`src/rtl/core/assert_macros.svh`:
```
// Assertion macros shared by the RTL of the checksum engine.
`ifndef ASSERT_MACROS_SVH
`define ASSERT_MACROS_SVH
`ifndef SYNTHESIS
// Check a property on every rising edge of clk_i outside reset.
`define ASSERT_CLK(lbl, prop, msg) \
  lbl: assert property (@(posedge clk_i) disable iff (!rst_ni) (prop)) else $error(msg);
// Check that a condition never holds on a rising edge of clk_i outside reset.
`define ASSERT_NEVER(lbl, cond, msg) \
  lbl: assert property (@(posedge clk_i) disable iff (!rst_ni) !(cond)) else $error(msg);
`else
`define ASSERT_CLK(lbl, prop, msg)
`define ASSERT_NEVER(lbl, cond, msg)
`endif
`endif

```
`src/rtl/core/icce_pkg.sv`:
```
// Types, register indexes, mode codes and the CRC byte step of the checksum engine.
`default_nettype none
package icce_pkg;

  // Configuration register indexes
  localparam logic CFG_CHECK_MODE  = 1'b0;
  localparam logic CFG_SKIP_OFFSET = 1'b1;

  localparam int unsigned SKIP_BITS = 20;
  localparam int unsigned CFG_BITS  = 20;

  // Check modes
  typedef logic [1:0] check_mode_t;
  localparam check_mode_t MODE_CRC16  = 2'd0;
  localparam check_mode_t MODE_WORD   = 2'd1;
  localparam check_mode_t MODE_BYTE   = 2'd2;
  localparam check_mode_t MODE_UNUSED = 2'd3;

  localparam logic [15:0] CRC_POLY     = 16'hA001;
  localparam logic [7:0]  PAD_HIGH     = 8'hFF;
  localparam logic [SKIP_BITS-1:0] SKIP_RESET = '1;

  // One reflected CRC-16 byte update
  function automatic logic [15:0] crc16_byte(input logic [15:0] crc, input logic [7:0] b);
    logic [15:0] c;
    c = {8'h00, crc[7:0] ^ b};
    for (int k = 0; k < 8; k++) begin
      if (c[0]) begin
        c = (c >> 1) ^ CRC_POLY;
      end else begin
        c = c >> 1;
      end
    end
    return (crc >> 8) ^ c;
  endfunction

endpackage
`default_nettype wire

```
`src/rtl/core/image_crc16_checksum_engine_unit.sv`:
```
// Top level of the image checksum engine: CRC-16, word checksum or byte checksum per region.
//
//  channel | direction | handshake              | payload
//  --------+-----------+------------------------+--------------------------
//  in      | request   | in_valid_i/in_ready_o  | data_byte_i, last_byte_i
//  out     | result    | out_valid_o/out_ready_i| check_value_o
//  cfg     | write     | cfg_we_i               | cfg_index_i, cfg_data_i
//
// One byte is taken per cycle while in_ready_o is high; the running value is updated
// on the accepting edge, and the result of a last byte is written into the result
// queue on that edge. The CRC step and the word add are combinational between the
// input port and the state and result registers. A two-entry result queue holds
// finished values; in_ready_o falls only while both entries are full.
// Reset is asynchronous and clears position, sums and queue at once; no sweep.
`default_nettype none
`include "assert_macros.svh"
module image_crc16_checksum_engine_unit #(
  parameter int unsigned POSITION_BITS = 20
) (
  input  wire logic                          clk_i,
  input  wire logic                          rst_ni,
  input  wire logic                          cfg_we_i,
  input  wire logic                          cfg_index_i,
  input  wire logic [icce_pkg::CFG_BITS-1:0] cfg_data_i,
  input  wire logic                          in_valid_i,
  output logic                               in_ready_o,
  input  wire logic [7:0]                    data_byte_i,
  input  wire logic                          last_byte_i,
  output logic                               out_valid_o,
  input  wire logic                          out_ready_i,
  output logic [31:0]                        check_value_o
);
  import icce_pkg::*;

  localparam int unsigned CMP_BITS =
    ((POSITION_BITS > SKIP_BITS) ? POSITION_BITS : SKIP_BITS) + 1;

  // Configuration and running state
  check_mode_t              mode_q;
  logic [SKIP_BITS-1:0]     skip_q;
  logic [POSITION_BITS-1:0] pos_q, pos_d;
  logic [31:0]              acc_q, acc_d;
  logic [7:0]               cnt_q, cnt_d;
  logic [7:0]               low_q, low_d;

  // Result queue
  logic        out_valid_q, skid_valid_q;
  logic [31:0] out_data_q, skid_data_q;
  logic [31:0] result_d;

  logic in_fire, push, pop;
  logic [CMP_BITS-1:0] pos_ext, skip_ext, start_ext;
  logic                skip_crc, skip_byte, skip_word;
  logic [15:0]         word;
  logic [POSITION_BITS-1:0] start_pos;

  assign in_ready_o    = !skid_valid_q;
  assign in_fire       = in_valid_i && in_ready_o;
  assign push          = in_fire && last_byte_i;
  assign pop           = out_valid_q && out_ready_i;
  assign out_valid_o   = out_valid_q;
  assign check_value_o = out_data_q;

  // Skip windows, compared without wrap
  assign start_pos = {pos_q[POSITION_BITS-1:1], 1'b0};
  assign pos_ext   = CMP_BITS'(pos_q);
  assign start_ext = CMP_BITS'(start_pos);
  assign skip_ext  = CMP_BITS'(skip_q);
  assign skip_byte = (pos_ext == skip_ext) || (pos_ext == skip_ext + CMP_BITS'(1));
  assign skip_crc  = skip_byte || (pos_ext == skip_ext + CMP_BITS'(2))
                               || (pos_ext == skip_ext + CMP_BITS'(3));
  assign skip_word = (start_ext == skip_ext) || (start_ext == skip_ext + CMP_BITS'(2));

  // Word for mode 1: odd position closes the pending word, even last byte pads it
  assign word = pos_q[0] ? {data_byte_i, low_q} : {PAD_HIGH, data_byte_i};

  // Update the running value for one byte
  always_comb begin
    acc_d = acc_q;
    cnt_d = cnt_q;
    low_d = low_q;
    case (mode_q)
      MODE_CRC16: begin
        if (!skip_crc) acc_d = {16'h0000, crc16_byte(acc_q[15:0], data_byte_i)};
      end
      MODE_WORD: begin
        if (!pos_q[0]) low_d = data_byte_i;
        if ((pos_q[0] || last_byte_i) && !skip_word) begin
          acc_d = acc_q + {16'h0000, word} + {24'h000000, cnt_q};
          cnt_d = cnt_q + 8'd1;
        end
      end
      MODE_BYTE: begin
        if (!skip_byte) acc_d = {16'h0000, acc_q[15:0] + {8'h00, data_byte_i}};
      end
      default: ;
    endcase
    case (mode_q)
      MODE_WORD:   result_d = acc_d;
      MODE_UNUSED: result_d = '0;
      default:     result_d = {16'h0000, acc_d[15:0]};
    endcase
    pos_d = pos_q + POSITION_BITS'(1);
  end

  // Hold configuration
  always_ff @(posedge clk_i or negedge rst_ni) begin
    if (!rst_ni) begin
      mode_q <= MODE_CRC16;
      skip_q <= SKIP_RESET;
    end else if (cfg_we_i) begin
      unique case (cfg_index_i)
        CFG_CHECK_MODE:  mode_q <= cfg_data_i[1:0];
        CFG_SKIP_OFFSET: skip_q <= cfg_data_i[SKIP_BITS-1:0];
        default: ;
      endcase
    end
  end

  // Advance the running state, clear it after the last byte
  always_ff @(posedge clk_i or negedge rst_ni) begin
    if (!rst_ni) begin
      pos_q <= '0;
      acc_q <= '0;
      cnt_q <= '0;
      low_q <= '0;
    end else if (in_fire) begin
      if (last_byte_i) begin
        pos_q <= '0;
        acc_q <= '0;
        cnt_q <= '0;
        low_q <= '0;
      end else begin
        pos_q <= pos_d;
        acc_q <= acc_d;
        cnt_q <= cnt_d;
        low_q <= low_d;
      end
    end
  end

  // Queue results: output entry first, skid entry behind it
  always_ff @(posedge clk_i or negedge rst_ni) begin
    if (!rst_ni) begin
      out_valid_q  <= 1'b0;
      skid_valid_q <= 1'b0;
    end else if (pop) begin
      if (skid_valid_q) begin
        out_valid_q  <= 1'b1;
        skid_valid_q <= 1'b0;
      end else begin
        out_valid_q <= push;
      end
    end else if (push) begin
      if (!out_valid_q) begin
        out_valid_q <= 1'b1;
      end else begin
        skid_valid_q <= 1'b1;
      end
    end
  end

  // Payload of the queue
  always_ff @(posedge clk_i) begin
    if (pop) begin
      if (skid_valid_q) begin
        out_data_q <= skid_data_q;
      end else if (push) begin
        out_data_q <= result_d;
      end
    end else if (push) begin
      if (!out_valid_q) begin
        out_data_q <= result_d;
      end else begin
        skid_data_q <= result_d;
      end
    end
  end

  `ASSERT_CLK(a_skid_behind_out, skid_valid_q |-> out_valid_q,
              "skid entry valid while output entry empty")
  `ASSERT_CLK(a_skid_kept, (skid_valid_q && !pop) |=> skid_valid_q,
              "queued result lost without a pop")
  `ASSERT_CLK(a_pos_cleared, push |=> (pos_q == '0 && acc_q == '0 && cnt_q == '0),
              "state not cleared after last byte")
  `ASSERT_NEVER(a_upper_zero, push && (mode_q != MODE_WORD) && (result_d[31:16] != 16'h0000),
                "upper bits set in a 16-bit mode")

endmodule
`default_nettype wire
```
`config.mk`:
```
export PLATFORM = sky130hd
export DESIGN_NAME = image_crc16_checksum_engine_unit
export DESIGN_NICKNAME = d
export VERILOG_FILES = /design/src/rtl/core/icce_pkg.sv /design/src/rtl/core/image_crc16_checksum_engine_unit.sv
export VERILOG_INCLUDE_DIRS = /design/src /design/src/rtl/core
export SDC_FILE = /design/constraint.sdc
export NUM_CORES = 1
export LEC_CHECK = 0
export ABC_CLOCK_PERIOD_IN_PS = 9300
export BUFFER_PORTS_ARGS = -buffer_cell sky130_fd_sc_hd__buf_2
export CELL_PAD_IN_SITES_DETAIL_PLACEMENT = 1
export CELL_PAD_IN_SITES_GLOBAL_PLACEMENT = 2
export CORE_ASPECT_RATIO = 1.5
export CORE_MARGIN = 1
export CORE_UTILIZATION = 43
export CTS_BUF_LIST = sky130_fd_sc_hd__clkbuf_8 sky130_fd_sc_hd__clkbuf_16
export DETAILED_ROUTE_END_ITERATION = 10
export HOLD_SLACK_MARGIN = 0.02
export PLACE_DENSITY_LB_ADDON = 0.1
export SKIP_CTS_REPAIR_TIMING = 1
export SLEW_MARGIN = 20
export SYNTH_ARGS = -nofsm -noshare
export SYNTH_HDL_FRONTEND = slang
export SYNTH_SLANG_ARGS = --single-unit
```
`constraint.sdc`:
```
create_clock -name clk_i -period 9.3 [get_ports clk_i]
set_clock_uncertainty 0.2 [all_clocks]
set_input_delay 1.395 -clock clk_i [delete_from_list [all_inputs] [get_ports clk_i]]
set_output_delay 1.395 -clock clk_i [all_outputs]
set_load 0.03 [all_outputs]
```
==> results.toml, run 1 <==
[drt]
vias = 9114
routed-wl-met2_um = 17700
wl_met1_um = 13600
avgRoutedWirePerCell_um = 22.2
drt-total-wl_um = 33400
route.met3.wl_um = 849
drtAntennaViolNets = 0
avgViaCountPerCell = 6.04
drtIter0Drc = 427
drc = 0
drt_first_pass_iters = 7
top_layer_used = "met5"

[yosys]
ys_types = 91
synth_area_leaders = "edfxtp_1 (18%), dfrtp_1 (17%), ha_1 (5.2%)"
postSynth.asyncResetShare = 0.590
synth_cells = 1138
ys_warn_count = 0
synth.avg_cell_area_um2 = 9.53
ys_seq_area_frac = 0.392
synth-edff-count = 64
synth_fp_nets = 1228
yosysTopAreaCellShare = 0.177
syn_area_um2 = 10800
synthFlopType = "dfrtp_1"
synth_top_area_cell = "edfxtp_1"
ys_seq_elements = 156

[cts]
cts-root-buf = "clkbuf_16"
clk_pin_slew_worst_paths_ns = 0.07
cts_buffer_depth = 2
cts_made_buffers = 17
tritoncts = "built"
cts.sinks = 156
htree_num_levels = 4
clock_latency_ns = 0.44

[place]
dp_hpwl_um = 25300
gp_congestion = 0.912
port_buffers = 68

[sta]
finalMaxSlewViolations = 0
finalHoldViolations = 0
period_minus_slack_ns = 5.37
fin_crit_sh = 0.578
rsz0062_at_grt = "false"
worst_slew_pin_slew_ns = 1.07
setup_tns_ns = 0
slew_headroom = 0.285
whs_ns = 0.313
fmax_ghz = 0.186
setup_viol = 0

[cells_and_area]
diodes = 0
layout-drive-gt1-share = 0.168
layout.nets = 1261
areaGrowthSynthToFinish_pct = 11.0

[floorplan]
die_area_um2 = 25900
die_w_um = 132
die_y_um = 197
core_um2 = 24600
rows = 70
initial_core_util = 0.441
io_pins = 69

[setup_path]
cp_slowest_stage_delay_ns = 0.50
crit_fanout = 13
crit_path_frequent_cell = "fa_1"
cp_slowest_cell = "fa_1"
worstPathRequired_ns = 9.27
critPathBufInv = 2
path_class = "in -> reg"
path_cells = "buf_2 > mux2i_1 > fa_1 > inv_1 > ha_1 > fa_1 > a21o_1 > a311oi_1 > nor3b_1 > o31a_1 > o31ai_1 > nand2_1 > and3_1 > nand4_1 > xor2_1 > o21ai_0"
path_delay_family = "compound AO/OA/AOI/OAI gates"
cp.arrival_ns = 5.34
start_kind = "primary input"
crit_path_end_kind = "flop"

[global_routing]
antenna_found_initial = 1
grt_remaining_overflow = 0
grt_first_pass_wirelength_um = 53900
grt_max_degree = 48
track_usage = 0.270
first_global_vias = 9601

[pwr]
ir_worst_vdd_mv = 0.145
p_leak_uw = 0.00477
p_per_area_nw_per_um2 = 298

[flow_run]
max_cap_violations = 0

[min_path]
hold_class = "reg -> reg"

[outcome]
status = "finished, final reports clean"
==> routing by layer <==
metal  global-route usage  up-vias
li1                     -     4245
met1                0.310     4604
met2                0.497      195
met3               0.0324       68
met4                0.124        2
met5                    0        -
==> worst reg2reg max path, stage by stage (launching register included) <==
cell	delay (ns)
dfrtp_1	0.32
buf_4	0.30
mux2_2	0.40
fa_1	0.39
ha_1	0.23
fa_1	0.41
a21o_1	0.23
a311oi_1	0.39
nor3b_1	0.13
o31a_1	0.27
o31ai_1	0.39
nand2_1	0.09
and3_1	0.35
nand4_1	0.24
xor2_1	0.26
o21ai_0	0.14
==> registers in the layout (all words and copies together) (netlist names) <==
| signal | count |
|---|---|
| acc_q | 32 |
| check_value_o | 32 |
| cnt_q | 8 |
| low_q | 8 |
| mode_q | 2 |
| out_valid_o | 1 |
| pos_q | 20 |
| skid_data_q | 32 |
| skid_valid_q | 1 |
| skip_q | 20 |
==> worst paths after layout <==
kind,startpoint,to,slack (ns),cells after the start
worst min-delay path,low_q[0],low_q[0],0.31,2
min in group asynchronous,rst_ni,mode_q[1],0.79,1
worst min register to register,low_q[0],low_q[0],0.31,2
worst max register to register,pos_q[0],check_value_o[27],4.29,15
worst max-delay path,data_byte_i[1],check_value_o[27],3.93,16
max in group asynchronous,rst_ni,acc_q[1],7.00,2
==> cells by family after synthesis <==
kind of cell | count (synthesis) | synth area share
adder cells (fa/ha/maj) | 55 | 0.0704
multiplexers | 41 | 0.0415
flip-flops | 156 | 0.392
XOR/XNOR | 115 | 0.0949
AND/OR/NAND/NOR | 421 | 0.200
AO/OA/AOI/OAI | 269 | 0.170
buffers and inverters | 81 | 0.0313
==> cells in the mapped netlist (7+ instances only) <==
library cell and number:
nand2_1 138, edfxtp_1 64, nor2_1 88, xor2_1 49
o211ai_1 8, o21ai_1 8, o21ai_0 88, fa_1 10
nor2b_1 10, inv_1 16, a21o_1 14, dfstp_2 20
or3_1 9, mux2_2 31, nand3_1 29, and3_1 24
nand2b_1 15, dfrtp_1 72, a22o_1 7, a22oi_1 11
nand4_1 29, a31oi_1 15, and2_1 9, o31ai_1 9
ha_1 45, a21oi_1 35, xnor2_1 63, nor4_1 11
and4_1 11, clkbuf_1 41, nor3_1 16, mux2i_1 9
buf_2 18, a211oi_1 7
==> report_power, final <==
group / internal, uW / switching, uW
Combinational: 715 / 1060
Clock: 428 / 312
Sequential: 900 / 181
==> layout make-up <==
type	count	area, um2
clock buffers	17	425
clock inverters	15	188
fillers	2830	12600
inverters	18	67.6
multi-input cells	901	6270
flip-flops and latches	156	4250
well taps	324	405
repair buffers	77	430
==> placed cells by master, fill, tap and decap left out, drive strengths merged, types with 10 or more instances in the layout <==
master    n
a21o     14
a21oi    36
a221oi   10
a22oi    11
a31oi    15
and3     24
and4     11
buf      77
clkbuf   17
dfrtp    72
dfstp    20
edfxtp   64
fa       10
ha       45
inv      24
mux2     32
nand2   138
nand2b   15
nand3    29
nand4    32
nor2     88
nor2b    10
nor3     20
nor4     18
o21ai    97
o31ai    10
xnor2    65
xor2     50
==> stage by stage <==
step / std cells / util / worst slack [ns] / total power, uW / instance area (um2)
after detailed placement: 1475 / 0.463 / 3.47 / 2850 / 11400
after global routing: 1508 / 0.489 / 3.71 / 3830 / 12000
after CTS: 1507 / 0.488 / 3.94 / 3610 / 12000
final: 1508 / 0.489 / 3.93 / 3590 / 12000
after global placement: 1475 / 0.463 / 3.54 / 2810 / 11400
after floorplan: 1138 / - / 4.27 / 2330 / 10800
Note: power is estimated with default switching activity, not from simulation.
==> run 2, diff against run 1 <==
- ABC_CLOCK_PERIOD_IN_PS: 9300 -> 5600
- CORE_UTILIZATION: 43 -> 40
- clock period: 9.3 -> 5.6 ns (I/O delays scaled with it)
==> results.toml, run 2 (synthesis results as in run 1) <==
[setup_path]
crit_path_end_kind = "flop"
worstPathRequired_ns = 5.57
critPathBufInv = 1
cp_slowest_cell = "dfrtp_1"
path_delay_family = "compound AO/OA/AOI/OAI gates"
cp-startpoint = "pos_q[0]"
crit_fanout = 13
cp_slowest_stage_delay_ns = 0.47
path_class = "reg -> reg"
path_cells = "buf_4 > mux2_2 > fa_1 > ha_1 > a21o_1 > a311oi_1 > nor3b_1 > o31a_1 > o31ai_1 > nand2_1 > and3_1 > and4_1 > xnor2_1 > o21ai_0"
r2r_slack_ns = 0.72
worstReg2RegStart = "pos_q[0]"
start_kind = "flop"
cp.arrival_ns = 4.85

[global_routing]
gr-usage-met2 = 0.476
grt_max_degree = 50
met3_usage = 0.0316
first_global_vias = 9394
grt_first_pass_wirelength_um = 54500
track_usage = 0.262
use_met1 = 0.299
antenna_found_initial = 0
grt_remaining_overflow = 0
grt_busiest_layer = "met2"

[place]
gp_congestion = 0.904
placed_cell_area_um2 = 11500
dp_slack_ns = 0.369
dp_hpwl_um = 26600
port_buffers = 68

[pwr]
p_leak_uw = 0.00481
ir_worst_vdd_mv = 0.278
p_per_area_nw_per_um2 = 497

[outcome]
status = "finished, final reports clean"

[drt]
drtIter0Drc = 359
drtAntennaViolNets = 0
avgRoutedWirePerCell_um = 22.5
drt-total-wl_um = 34400
drc = 0
vias = 8926
drt_first_pass_iters = 7
avgViaCountPerCell = 5.85

[floorplan]
initial_core_util = 0.408
core_um2 = 26600
die_area_um2 = 27800
die_w_um = 136
rows = 73
die_y_um = 204
io_pins = 69

[cts]
cts.sinks = 156
tritoncts = "built"
htree_num_levels = 4
cts-root-buf = "clkbuf_16"
clk_pin_slew_worst_paths_ns = 0.07
cts_made_buffers = 17
cts_buffer_depth = 2
clock_latency_ns = 0.45

[cells_and_area]
utilization = 0.455
mostFrequentLayoutCells = "nand2_1 (138), o21ai_0 (88), nor2_1 (87), dfrtp_1 (72), buf_2 (67)"
layout-drive-gt1-share = 0.171
fillers = 3057
mostFrequentLayoutCell = "nand2_1"
stdcell_area_um2 = 12100
layout.nets = 1267
multiInputGateArea_um2 = 6270
areaGrowthSynthToFinish_pct = 11.6
diodes = 0
seqCellArea_um2 = 4250

[sta]
fmax_ghz = 0.205
setup_tns_ns = 0
finalHoldViolations = 0
fin_crit_sh = 0.872
period_minus_slack_ns = 4.88
rsz0062_at_grt = "false"
finalMaxSlewViolations = 0
slew_headroom = 0.304
setup_viol = 0
setup_ws_ns = 0.715
worst_slew_pin_slew_ns = 1.04

[min_path]
hold_class = "in -> async"

[flow_run]
max_cap_violations = 0
==> run 2: worst paths after layout <==
kind,end,depth (start not counted)
max reg2reg,check_value_o[25],14
min,cnt_q[3],1
max in group asynchronous,acc_q[11],2
min in group clk_i,acc_q[25],1
min reg2reg,acc_q[25],1
max,check_value_o[25],14
==> run 2: layout make-up <==
type	count	area share
multi-input cells	901	0.518
flip-flops and latches	156	0.351
repair buffers	83	0.0393
clock buffers	17	0.0351
well taps	337	0.0348
clock inverters	15	0.0162
inverters	18	0.00558
==> run 2: report_power, final <==
part / leakage (uW) / total, uW / internal (uW) / switching (uW)
Clock: 0.000308 / 1240 / 747 / 498
Combinational: 0.00272 / 2970 / 1200 / 1770
Sequential: 0.00179 / 1800 / 1490 / 307
Total: 0.00481 / 6010 / 3440 / 2570
==> run 2: through the flow <==
step,std cells,hold slack [ns],power (uW)
after global placement,1494,0.294,4730
after detailed placement,1494,0.304,4780
after CTS,1526,0.224,6070
final,1527,0.222,6010
after global routing,1527,0.261,6430
after floorplan,1138,0.266,3870
==> run 2: worst reg2reg max path: stages (launching register included) <==
cell	delay, ns
dfrtp_1	0.47
buf_4	0.25
mux2_2	0.37
fa_1	0.44
ha_1	0.39
a21o_1	0.22
a311oi_1	0.40
nor3b_1	0.13
o31a_1	0.28
o31ai_1	0.41
nand2_1	0.09
and3_1	0.35
and4_1	0.32
xnor2_1	0.17
o21ai_0	0.11
==> run 2: metal layers <==
| layer | up-vias | share of wire |
|---|---|---|
| met3 | 51 | 0.020 |
| met2 | 133 | 0.53 |
| li1 | 4259 | - |
| met1 | 4483 | 0.41 |
| met4 | 0 | 0.039 |
| met5 | - | 0 |
